File: src/hdl/arrl_pkg.sv
// Shared constants and codes for the angular rate ramp limiter.
`default_nettype none
package arrl_pkg;

   localparam int MODE_WIDTH      = 2;
   localparam int TIME_WIDTH      = 16;
   localparam int LIMIT_WIDTH     = 17;
   localparam int HEADING_WIDTH   = 15;
   localparam int CSR_INDEX_WIDTH = 2;
   localparam int CSR_DATA_WIDTH  = 17;

   localparam logic [MODE_WIDTH-1:0] MODE_RAMP    = 2'd0;
   localparam logic [MODE_WIDTH-1:0] MODE_RESTART = 2'd1;
   localparam logic [MODE_WIDTH-1:0] MODE_HOLD    = 2'd2;

   localparam logic [CSR_INDEX_WIDTH-1:0] CSR_MAX_RATE     = 2'd0;
   localparam logic [CSR_INDEX_WIDTH-1:0] CSR_MAX_ACCEL    = 2'd1;
   localparam logic [CSR_INDEX_WIDTH-1:0] CSR_INIT_HEADING = 2'd2;

   localparam logic [LIMIT_WIDTH-1:0]   MAX_RATE_RESET     = 17'd12868;
   localparam logic [LIMIT_WIDTH-1:0]   MAX_ACCEL_RESET    = 17'd25736;
   localparam logic [HEADING_WIDTH-1:0] INIT_HEADING_RESET = 15'd0;

   // pi and 2*pi in Q5.12
   localparam int PI_Q     = 12868;
   localparam int TWO_PI_Q = 25736;

endpackage
`default_nettype wire

File: src/hdl/angular_rate_ramp_limiter_core.sv
// Ramp tick: an accepted transaction passes through S_INC, S_RAMP, S_HMUL, S_HEAD and S_DONE before its result
// is loaded into the output register; restart, hold and the spare mode code go straight to S_DONE.
// A ramp tick makes two passes through the one shared multiplier
// (accel * time, then rate * time), each followed by its ramp or heading update step.
// One transaction is worked at a time; a finished result waits in the output register.
// Synchronous active-high reset: rate and heading to zero, limits and initial heading to defaults.
`default_nettype none
module angular_rate_ramp_limiter_core
   import arrl_pkg::*;
#(
   parameter int RATE_WIDTH = 18
) (
   input  wire logic                            clock,
   input  wire logic                            reset,
   input  wire logic                            req_valid,
   output logic                                 req_ready,
   input  wire logic        [MODE_WIDTH-1:0]    req_mode,
   input  wire logic signed [RATE_WIDTH-1:0]    req_requested_rate,
   input  wire logic        [TIME_WIDTH-1:0]    req_tick_time,
   output logic                                 rsp_valid,
   input  wire logic                            rsp_ready,
   output logic      signed [RATE_WIDTH-1:0]    rsp_angular_rate,
   output logic      signed [RATE_WIDTH-1:0]    rsp_heading_now,
   input  wire logic                            csr_write_enable,
   input  wire logic        [CSR_INDEX_WIDTH-1:0] csr_index,
   input  wire logic        [CSR_DATA_WIDTH-1:0]  csr_write_data
);

   localparam int MW = ((RATE_WIDTH > LIMIT_WIDTH) ? RATE_WIDTH : LIMIT_WIDTH) + 1;
   localparam int PW = MW + TIME_WIDTH + 1;
   localparam int XW = ((RATE_WIDTH > LIMIT_WIDTH + 1) ? RATE_WIDTH : LIMIT_WIDTH + 1) + 2;

   localparam logic signed [XW-1:0] SAT_HI =
      {{(XW-RATE_WIDTH+1){1'b0}}, {(RATE_WIDTH-1){1'b1}}};
   localparam logic signed [XW-1:0] SAT_LO = ~SAT_HI;
   localparam logic signed [XW-1:0] PI_X     = XW'(PI_Q);
   localparam logic signed [XW-1:0] TWO_PI_X = XW'(TWO_PI_Q);

   typedef enum logic [2:0] {
      S_IDLE,
      S_INC,
      S_RAMP,
      S_HMUL,
      S_HEAD,
      S_DONE
   } state_type;

   function automatic logic signed [RATE_WIDTH-1:0] sat_w(input logic signed [XW-1:0] x);
      logic signed [XW-1:0] y;
      begin
         y = x;
         if (x > SAT_HI) begin
            y = SAT_HI;
         end else if (x < SAT_LO) begin
            y = SAT_LO;
         end
         return y[RATE_WIDTH-1:0];
      end
   endfunction

   state_type state_ff;

   logic        [LIMIT_WIDTH-1:0]   max_rate_ff;
   logic        [LIMIT_WIDTH-1:0]   max_accel_ff;
   logic signed [HEADING_WIDTH-1:0] init_heading_ff;

   logic signed [RATE_WIDTH-1:0] rate_ff;
   logic signed [RATE_WIDTH-1:0] rate_in;
   logic signed [RATE_WIDTH-1:0] heading_ff;
   logic signed [RATE_WIDTH-1:0] heading_in;
   logic signed [RATE_WIDTH-1:0] restart_heading;
   logic                         rsp_valid_ff;
   logic signed [RATE_WIDTH-1:0] rsp_rate_ff;
   logic signed [RATE_WIDTH-1:0] rsp_heading_ff;

   logic signed [RATE_WIDTH-1:0] req_rate_ff;
   logic        [TIME_WIDTH-1:0] tick_ff;

   logic signed [XW-1:0] cmag_ff, cmag_in;
   logic signed [XW-1:0] rmag_ff, rmag_in;
   logic cneg_ff, cneg_in, cpos_ff, cpos_in;
   logic dneg_ff, dneg_in, dpos_ff, dpos_in;

   logic                  mul_en;
   logic signed [MW-1:0]  mul_a;
   logic signed [PW-1:0]  prod;
   logic                  out_load;
   logic                  req_take;

   // --- configuration registers
   always_ff @(posedge clock) begin
      if (reset) begin
         max_rate_ff     <= MAX_RATE_RESET;
         max_accel_ff    <= MAX_ACCEL_RESET;
         init_heading_ff <= INIT_HEADING_RESET;
      end else if (csr_write_enable) begin
         case (csr_index)
            CSR_MAX_RATE:     max_rate_ff     <= csr_write_data[LIMIT_WIDTH-1:0];
            CSR_MAX_ACCEL:    max_accel_ff    <= csr_write_data[LIMIT_WIDTH-1:0];
            CSR_INIT_HEADING: init_heading_ff <= csr_write_data[HEADING_WIDTH-1:0];
            default: ;
         endcase
      end
   end

   // --- shared multiplier
   assign mul_en = (state_ff == S_INC) || (state_ff == S_HMUL);
   assign mul_a  = (state_ff == S_HMUL) ?
                   {{(MW-RATE_WIDTH){rate_ff[RATE_WIDTH-1]}}, rate_ff} :
                   {{(MW-LIMIT_WIDTH){1'b0}}, max_accel_ff};

   arrl_mul #(
      .A_WIDTH (MW)
   ) u_mul (
      .clock   (clock),
      .enable  (mul_en),
      .op_a    (mul_a),
      .op_b    (tick_ff),
      .product (prod)
   );

   // --- magnitudes and directions, taken while accel * time is multiplied
   always_comb begin
      logic signed [XW-1:0] rate_x;
      logic signed [XW-1:0] req_x;
      logic signed [XW-1:0] rabs;
      logic signed [XW-1:0] maxr_x;
      rate_x  = {{(XW-RATE_WIDTH){rate_ff[RATE_WIDTH-1]}}, rate_ff};
      req_x   = {{(XW-RATE_WIDTH){req_rate_ff[RATE_WIDTH-1]}}, req_rate_ff};
      maxr_x  = {{(XW-LIMIT_WIDTH){1'b0}}, max_rate_ff};
      cmag_in = rate_ff[RATE_WIDTH-1] ? -rate_x : rate_x;
      rabs    = req_rate_ff[RATE_WIDTH-1] ? -req_x : req_x;
      rmag_in = (rabs > maxr_x) ? maxr_x : rabs;
      cneg_in = rate_ff[RATE_WIDTH-1];
      cpos_in = !rate_ff[RATE_WIDTH-1] && (rate_ff != '0);
      // zero request keeps the current direction
      if (rmag_in == '0) begin
         dneg_in = cneg_in;
         dpos_in = cpos_in;
      end else begin
         dneg_in = req_rate_ff[RATE_WIDTH-1];
         dpos_in = !req_rate_ff[RATE_WIDTH-1];
      end
   end

   // --- ramp step
   always_comb begin
      logic signed [XW-1:0] inc_x;
      logic signed [XW-1:0] sum_x;
      logic signed [XW-1:0] dif_x;
      logic signed [XW-1:0] adj_x;
      logic signed [XW-1:0] val_x;
      logic                 opp;
      logic                 neg;
      logic                 zero;
      inc_x = {{(XW-LIMIT_WIDTH){1'b0}}, prod[TIME_WIDTH +: LIMIT_WIDTH]};
      sum_x = cmag_ff + inc_x;
      dif_x = cmag_ff - inc_x;
      opp   = (cpos_ff && dneg_ff) || (cneg_ff && dpos_ff);
      adj_x = cmag_ff;
      neg   = dneg_ff;
      zero  = !dneg_ff && !dpos_ff;
      if (!opp) begin
         if (sum_x < rmag_ff) begin
            adj_x = sum_x;
         end else if (dif_x > rmag_ff) begin
            adj_x = dif_x;
         end else if ((cmag_ff - rmag_ff < inc_x) && (rmag_ff - cmag_ff < inc_x)) begin
            adj_x = rmag_ff;
         end
      end else if (cmag_ff + rmag_ff < inc_x) begin
         adj_x = rmag_ff;
      end else begin
         // decelerate in the old direction; may pass through zero
         adj_x = dif_x;
         neg   = cneg_ff;
         zero  = !cneg_ff && !cpos_ff;
      end
      if (zero) begin
         val_x = '0;
      end else if (neg) begin
         val_x = -adj_x;
      end else begin
         val_x = adj_x;
      end
      rate_in = sat_w(val_x);
   end

   // --- heading integration with a single wrap
   always_comb begin
      logic signed [XW-1:0] delta_x;
      logic signed [XW-1:0] head_x;
      logic signed [XW-1:0] h_x;
      logic signed [XW-1:0] init_x;
      delta_x = XW'(prod >>> TIME_WIDTH);
      head_x  = {{(XW-RATE_WIDTH){heading_ff[RATE_WIDTH-1]}}, heading_ff};
      h_x     = head_x + delta_x;
      if (h_x > PI_X) begin
         h_x = h_x - TWO_PI_X;
      end else if (h_x < -PI_X) begin
         h_x = h_x + TWO_PI_X;
      end
      heading_in = sat_w(h_x);
      init_x = {{(XW-HEADING_WIDTH){init_heading_ff[HEADING_WIDTH-1]}}, init_heading_ff};
      restart_heading = sat_w(init_x);
   end

   assign req_ready = (state_ff == S_IDLE);
   assign req_take  = req_valid && req_ready;
   assign out_load  = (state_ff == S_DONE) && (!rsp_valid_ff || rsp_ready);

   // --- sequencer and kept state
   always_ff @(posedge clock) begin
      if (reset) begin
         state_ff     <= S_IDLE;
         rate_ff      <= '0;
         heading_ff   <= '0;
         rsp_valid_ff <= 1'b0;
      end else begin
         if (out_load) begin
            rsp_valid_ff <= 1'b1;
         end else if (rsp_ready) begin
            rsp_valid_ff <= 1'b0;
         end
         case (state_ff)
            S_IDLE: begin
               if (req_valid) begin
                  case (req_mode)
                     MODE_RAMP: begin
                        state_ff <= S_INC;
                     end
                     MODE_RESTART: begin
                        rate_ff    <= '0;
                        heading_ff <= restart_heading;
                        state_ff   <= S_DONE;
                     end
                     default: begin
                        state_ff <= S_DONE;
                     end
                  endcase
               end
            end
            S_INC: begin
               state_ff <= S_RAMP;
            end
            S_RAMP: begin
               rate_ff  <= rate_in;
               state_ff <= S_HMUL;
            end
            S_HMUL: begin
               state_ff <= S_HEAD;
            end
            S_HEAD: begin
               heading_ff <= heading_in;
               state_ff   <= S_DONE;
            end
            S_DONE: begin
               if (out_load) begin
                  state_ff <= S_IDLE;
               end
            end
            default: begin
               state_ff <= S_IDLE;
            end
         endcase
      end
   end

   // --- payload capture
   always_ff @(posedge clock) begin
      if (req_take) begin
         req_rate_ff <= req_requested_rate;
         tick_ff     <= req_tick_time;
      end
      if (state_ff == S_INC) begin
         cmag_ff <= cmag_in;
         rmag_ff <= rmag_in;
         cneg_ff <= cneg_in;
         cpos_ff <= cpos_in;
         dneg_ff <= dneg_in;
         dpos_ff <= dpos_in;
      end
      if (out_load) begin
         rsp_rate_ff    <= rate_ff;
         rsp_heading_ff <= heading_ff;
      end
   end

   assign rsp_valid        = rsp_valid_ff;
   assign rsp_angular_rate = rsp_rate_ff;
   assign rsp_heading_now  = rsp_heading_ff;

   a_ramp_after_inc: assert property (@(posedge clock) disable iff (reset)
      (state_ff == S_RAMP) |-> ($past(state_ff) == S_INC))
      else $error("ramp step entered without multiplier pass");

   a_restart_zero: assert property (@(posedge clock) disable iff (reset)
      (req_take && (req_mode == MODE_RESTART)) |=> (rate_ff == '0))
      else $error("restart did not clear the rate");

   a_one_in_flight: assert property (@(posedge clock) disable iff (reset)
      req_take |=> !req_ready)
      else $error("second transaction taken while busy");

   a_result_load: assert property (@(posedge clock) disable iff (reset)
      out_load |=> (rsp_valid && (rsp_angular_rate == $past(rate_ff))
                    && (rsp_heading_now == $past(heading_ff))))
      else $error("result register not loaded from kept state");

endmodule
`default_nettype wire

File: src/hdl/arrl_mul.sv
// Shared registered multiplier: signed operand times unsigned tick time.
`default_nettype none
module arrl_mul
   import arrl_pkg::*;
#(
   parameter int A_WIDTH = 19
) (
   input  wire logic                                clock,
   input  wire logic                                enable,
   input  wire logic signed [A_WIDTH-1:0]           op_a,
   input  wire logic        [TIME_WIDTH-1:0]        op_b,
   output logic      signed [A_WIDTH+TIME_WIDTH:0]  product
);

   logic signed [A_WIDTH+TIME_WIDTH:0] prod_ff;
   logic signed [A_WIDTH+TIME_WIDTH:0] prod_in;

   assign prod_in = op_a * signed'({1'b0, op_b});

   always_ff @(posedge clock) begin
      if (enable) begin
         prod_ff <= prod_in;
      end
   end

   assign product = prod_ff;

endmodule
`default_nettype wire

File: config.mk
export PLATFORM = sky130hd
export DESIGN_NAME = angular_rate_ramp_limiter_core
export DESIGN_NICKNAME = d
export VERILOG_FILES = /design/src/hdl/arrl_pkg.sv /design/src/hdl/angular_rate_ramp_limiter_core.sv /design/src/hdl/arrl_mul.sv
export SDC_FILE = /design/constraint.sdc
export NUM_CORES = 2
export LEC_CHECK = 0
export ABC_AREA = 1
export BUFFER_PORTS_ARGS = -buffer_cell sky130_fd_sc_hd__clkbuf_2
export CORE_UTILIZATION = 39
export CTS_CLUSTER_SIZE = 12
export DETAILED_ROUTE_END_ITERATION = 12
export HOLD_SLACK_MARGIN = 0.06
export PLACE_DENSITY = 0.54
export SLEW_MARGIN = 20
export SYNTH_ARGS = -nofsm -noshare
export SYNTH_HDL_FRONTEND = slang
export SYNTH_SLANG_ARGS = --single-unit
File: constraint.sdc
create_clock -name clock -period 11.22 [get_ports clock]
set_input_delay 0.561 -clock clock [delete_from_list [all_inputs] [get_ports clock]]
set_output_delay 0.561 -clock clock [all_outputs]
set_load 0.01 [all_outputs]
* Word level (Yosys, flattened, before mapping)
Cells that the tools add are included.
** Word-level totals
- Bits in registers :: 239
- Input port bits :: 60
- Output and inout port bits :: 38
- Logic and storage cells :: 125
** Operators by class
- Add/sub/neg operators :: 11
- Multipliers :: 1
- Magnitude comparators :: 14
- Eq/ne operators :: 11
- Muxes and demuxes :: 37
- Reduce and logical (&&, ||, !) cells :: 32
** Operators with widths (number)
- $mux W20 :: 11
- $mux W18 :: 10
- $pmux W18 S2 :: 2
- $lt A20 B18 Y1 :: 3
- $gt A20 B18 Y1 const B :: 2
- $lt A20 B18 Y1 const B :: 2
- $neg A18 Y20 :: 2
- $sub A20 B20 Y20 :: 2
- $mul A19 B17 Y36 :: 1
- $add A18 B20 Y20 :: 1
- $add A20 B16 Y20 const B :: 1
- $add A20 B18 Y20 :: 1
- $add A20 B20 Y20 :: 1
- $gt A20 B15 Y1 const B :: 1
- $gt A20 B18 Y1 :: 1
- $gt A20 B20 Y1 :: 1
- $logic_not A20 Y1 :: 1
- $lt A20 B15 Y1 const B :: 1
- $lt A20 B20 Y1 :: 1
- $neg A20 Y20 :: 1
- $sub A20 B16 Y20 const B :: 1
- $sub A20 B18 Y20 :: 1
- $mux W19 :: 1
- $gt A15 B18 Y1 const B :: 1
- 21 further kinds :: 56

* Depth between registers and ports, before layout
- Word-level depth :: 14
- Gate-level depth with buffers :: 50

* Modules after synthesis
A second synthesis with hierarchy kept.
** Unflattened totals
- Cells, all modules :: 4454
- Area total of the unflattened synthesis :: 32726.4 um^2
** By module, submodules not included
- angular_rate_ramp_limiter_core :: instances 1, cells each 2694, area each 19070.8 um^2, sequential area each 5205.0 um^2
- arrl_mul :: instances 1, cells each 1760, area each 13655.6 um^2, sequential area each 1081.0 um^2

* Worst setup path after synthesis
OpenSTA, ideal clock, no wires.
- Path kind :: register to register
- From :: register state_ff[2]
- To :: register u_mul.prod_ff[33] (netlist: u_mul.product[33]) (data pin)
- Arrival :: 7.986 ns
- Slack :: 2.969 ns
- Cell stages (with the launch flop) :: 33
- Clock period less this slack :: 8.251 ns
- Cells stage by stage :: dfxtp_1 > clkbuf_1 > nor2_1 > inv_1 > nor2_1 > clkinv_1 > clkbuf_1 > o21ai_1 > clkinv_1 > nand2_1 > fa_1 > fa_1 > inv_1 > fa_1 > inv_1 > fa_1 > fa_1 > inv_1 > fa_1 > ha_1 > a21oi_1 > o221ai_1 > a21oi_1 > nor2_1 > nor2_1 > inv_1 > nand2_1 > o211ai_1 > nand2_1 > o211ai_1 > a31oi_1 > o21ai_0 > xor2_1
** On the way
- Longest elaborated chain between the ends :: 3
** RTL lines
- start: declaration :: line angular_rate_ramp_limiter_core.sv:61 : state_type state_ff;
- start signal: assignment :: line angular_rate_ramp_limiter_core.sv:215 : state_ff <= S_IDLE;
- start signal: assignment :: line angular_rate_ramp_limiter_core.sv:230 : state_ff <= S_INC;
- start signal: assignment :: line angular_rate_ramp_limiter_core.sv:235 : state_ff <= S_DONE;
- $eq A3 B2 Y1 :: line angular_rate_ramp_limiter_core.sv:108 : assign mul_a = (state_ff == S_HMUL) ?
- $mux W19 :: line angular_rate_ramp_limiter_core.sv:108
- $mul A19 B17 Y36 :: line arrl_mul.sv:18 : assign prod_in = op_a * signed'({1'b0, op_b});
- net u_mul.prod_in[33] :: line arrl_mul.sv:16 : logic signed [A_WIDTH+TIME_WIDTH:0] prod_in;
- end signal: assignment :: line arrl_mul.sv:22 : prod_ff <= prod_in;
- end: declaration :: line arrl_mul.sv:15 : logic signed [A_WIDTH+TIME_WIDTH:0] prod_ff;
The timed path passes the listed nets, and every way through them passes these cells.
A chain may end at the register's enable or synchronous reset.

* Final worst setup path
- From :: register state_ff[0]
- To :: register u_mul.prod_ff[33] (netlist: u_mul.product[33]) (data pin)
Same word-level chain as after synthesis.

==> metrics.yaml <==
status: "complete, no violations"
dominant_combinational_cell_family_by_area_after_synthesis: "adder cells"
final.period_utilization_pct: 84.86
worst_clock_skew_ps: 53.92
reg2reg_depth: 33
final_layout_size_suffix_gt1_share_pct: 7.499
placer_s_final_routability_congestion_estimate: 0.9574
area.sequential_um2: 5806
worst_path_most_repeated_cell: "sky130_fd_sc_hd__inv_1"
clock-root-buffer: "sky130_fd_sc_hd__clkbuf_16"
timing.slew.headroom_pct: 24.84
fmax_mhz: 105.0
worstHoldPathType: "in -> reg"
rrSetupSlack_ps: 1700
post_cts_buffers: 0
synth_seq_area_share_pct: 19.12
synth_simple_gate_area_share_pct: 20.82
report.final.hold_viol_count: 0
crit_path_max_fanout: 21
clkLatencyLatePin_ps: 600
design.core.area_um2: 76450
synth.area.mux_share_pct: 0
min_delay_worst_endpoint: "tick_ff[7]"
synthAdderAreaFrac_pct: 32.49
post-synth-top-area-fraction_pct: 19.84
effective_utilization_at_floorplan_pct: 39.72
tritoncts.num_buffers: 28
max-clock-path-buffers: 3
cts_htree_levels: 1
global_route_wire_length_before_repair_um: 148900
io-pin-count: 98
yosys.cell_count.top_type: "sky130_fd_sc_hd__nand2_1"
route.vias.total: 25620
number_of_antenna_violating_nets_in_the_routed_design: 0
worst-slew-pin-transition_ps: 1116
unrepaired_setup_endpoints_after_global_routing: "no"
grt-ovfl-total: 0
detail_route.vias_per_cell: 5.064
cp-end-kind: "flip-flop"
timing.critical_path.from_type: "flip-flop"
yosys-top-cells-area: "sky130_fd_sc_hd__fa_1 (20%), sky130_fd_sc_hd__edfxtp_1 (13%), sky130_fd_sc_hd__ha_1 (13%)"
route.detailed.wl_per_inst_um: 19.13
clock_sink_count: 223
max_cap_viol_count: 0
synthTopCellsByCount: "sky130_fd_sc_hd__nand2_1 (862), sky130_fd_sc_hd__inv_1 (683), sky130_fd_sc_hd__nor2_1 (343)"
synthToLayoutAreaGrowth_pct: 7.664
drt_drc_violations_left: 0
post-synth-top-area-cell: "sky130_fd_sc_hd__fa_1"
synth-seq-cells: 223
synth.lib_cells_used.distinct: 63
cts_tree: "yes"
grt_util_all_layers_pct: 24.80
finish.net_count: 4673
cts_resized: 0
drt_pre_antenna_iters: 6
critPathLaunch: "state_ff[0]"
timing.critical_path.required_ps: 11510
critical_path.slowest_cell: "sky130_fd_sc_hd__o21ai_0"
timing.hold.worst.start: "req_tick_time[7]"
synth_edf_count: 134
cts.hold.buffers_added: 0
synth_xor_xnor_area_share_pct: 5.546
critPathMaxStageDelay_ps: 880
critPathArrivalTime_ps: 9820
synth_area_um2: 30370
path_clk_slew_ps: 70
yosysWarnings: 0
setup-tns-final_ps: 0
maxSlewViolCount: 0
wl_um: 96780
r2r_end: "u_mul.product[33]"
syn-instance-count: 3970
final.fill_count: 8007
synth_area_in_compound_gates_pct: 11.33
synth_area_per_cell_um2: 7.649
grt_antenna_before_repair: 7
ys_dominant_reg_cell: "sky130_fd_sc_hd__edfxtp_1"
fp.dieH_um: 281.0
drt_iter0_drc: 1939
reg_to_reg_start: "state_ff[0]"
multiInputGateArea_um2: 21370
fp.dieArea_um2: 78980
pin_count_of_the_biggest_net_entering_global_routing: 53
synthArstFlopShare_pct: 0
port_buffers: 97
die_w_um: 281.0
timing.final.setup_violations: 0
min_delay_path_depth: 1
critical_path_class: "reg -> reg"
place.detailed.hpwl_um: 81140
placementRows: 101
grt_pass1_vias: 25590
min_period_ps: 9522
logic make-up (layout without fill, tap and decap cells):
group | Yosys count | in the layout
AND/OR/NAND/NOR | 1506 | 1506
buffers and inverters | 833 | 886
AO/OA/AOI/OAI | 617 | 617
adder cells (fa/ha/maj) | 608 | 608
flip-flops | 223 | 223
XOR/XNOR | 182 | 182
other | 1 | 6
registers in the layout, indices dropped and copies added (netlist names):
signal            count
u_mul.product        20
tick_ff              16
dpos_ff               1
cpos_ff               1
dneg_ff               1
rate_ff              18
rsp_heading_now      18
heading_ff           18
rsp_valid             1
cmag_ff              20
state_ff              3
max_accel_ff         17
req_rate_ff          18
cneg_ff               1
init_heading_ff      15
max_rate_ff          17
rsp_angular_rate     18
rmag_ff              20
per-stage QoR:
| stage | utilization [%] | instances | hold slack, ps | cell area, um^2 | setup WS [ps] |
|---|---|---|---|---|---|
| 3_3_place_gp | 41.56 | 5005 | 442.3 | 31780 | 1955 |
| 2_1_floorplan | - | 3974 | 429.7 | 30380 | 2969 |
| 3_5_place_dp | 41.57 | 5005 | 448.6 | 31790 | 1699 |
| 5_1_grt | 42.76 | 5057 | 122.7 | 32690 | 993.0 |
| 6_report | 42.76 | 5058 | 132.5 | 32690 | 1698 |
| 4_1_cts | 42.76 | 5057 | 104.5 | 32690 | 1650 |
how the worst max path moves through the flow:
stage               cells after the start  slack, ps           endpoint
global route                           33        990  u_mul.product[33]
global placement                       33       1960  u_mul.product[33]
finish                                 33       1700  u_mul.product[33]
detailed placement                     33       1700  u_mul.product[33]
CTS                                    33       1650  u_mul.product[33]
floorplan                              32       2970  u_mul.product[33]
cells in the final DEF (no fill, tap or decap), types with 14 or more instances in the layout:
| cell type | count |
|---|---|
| sky130_fd_sc_hd__inv_1 | 682 |
| sky130_fd_sc_hd__fa_1 | 301 |
| sky130_fd_sc_hd__dfxtp_1 | 89 |
| sky130_fd_sc_hd__xor2_1 | 130 |
| sky130_fd_sc_hd__clkbuf_2 | 97 |
| sky130_fd_sc_hd__clkinv_1 | 21 |
| sky130_fd_sc_hd__ha_1 | 307 |
| sky130_fd_sc_hd__o21ai_1 | 32 |
| sky130_fd_sc_hd__o21ai_0 | 178 |
| sky130_fd_sc_hd__nor2_2 | 15 |
| sky130_fd_sc_hd__xnor2_1 | 39 |
| sky130_fd_sc_hd__inv_2 | 21 |
| sky130_fd_sc_hd__nor2_1 | 339 |
| sky130_fd_sc_hd__o21bai_1 | 14 |
| sky130_fd_sc_hd__a21o_1 | 16 |
| sky130_fd_sc_hd__nand4_1 | 30 |
| sky130_fd_sc_hd__nand3_1 | 130 |
| sky130_fd_sc_hd__nand2_1 | 862 |
| sky130_fd_sc_hd__clkbuf_16 | 28 |
| sky130_fd_sc_hd__nand2_2 | 15 |
| sky130_fd_sc_hd__buf_4 | 19 |
| sky130_fd_sc_hd__o211ai_1 | 20 |
| sky130_fd_sc_hd__or2_2 | 30 |
| sky130_fd_sc_hd__nor3_1 | 36 |
| sky130_fd_sc_hd__edfxtp_1 | 134 |
| sky130_fd_sc_hd__a21oi_1 | 291 |
critical path, delay by kind of cell, from the launching register on:
kind | cells | cell delay [ps]
DFF | 1 | 360
and+or+nand+nor | 7 | 1450
AOI/OAI and AO/OA | 8 | 2420
xor gates and xnor gates | 1 | 160
buffers and inverters | 10 | 1680
adders and majority gates | 7 | 3190
layout make-up:
type | instances | share of cell area [%]
sequential | 223 | 17.76
timing repair buffer | 116 | 1.921
inverter | 718 | 8.243
antenna | 1 | 0.007654
multi-input combinational | 2918 | 65.36
clock inverter | 18 | 0.4669
tap | 1030 | 3.942
clock buffer | 34 | 2.304
routing by layer:
| layer | vias to the layer above | track usage (%) | share of wire [%] |
|---|---|---|---|
| li1 | 12580 | - | - |
| met2 | 648 | 42.65 | 48 |
| met3 | 140 | 2.752 | 4.9 |
| met4 | 4 | 7.258 | 2.9 |
| met1 | 12240 | 32.60 | 44 |
| met5 | - | 0 | 0.023 |
Power is left out: the tool's default activity adds up to more than one toggle a clock period on the data nets, which glitch-free logic cannot reach.
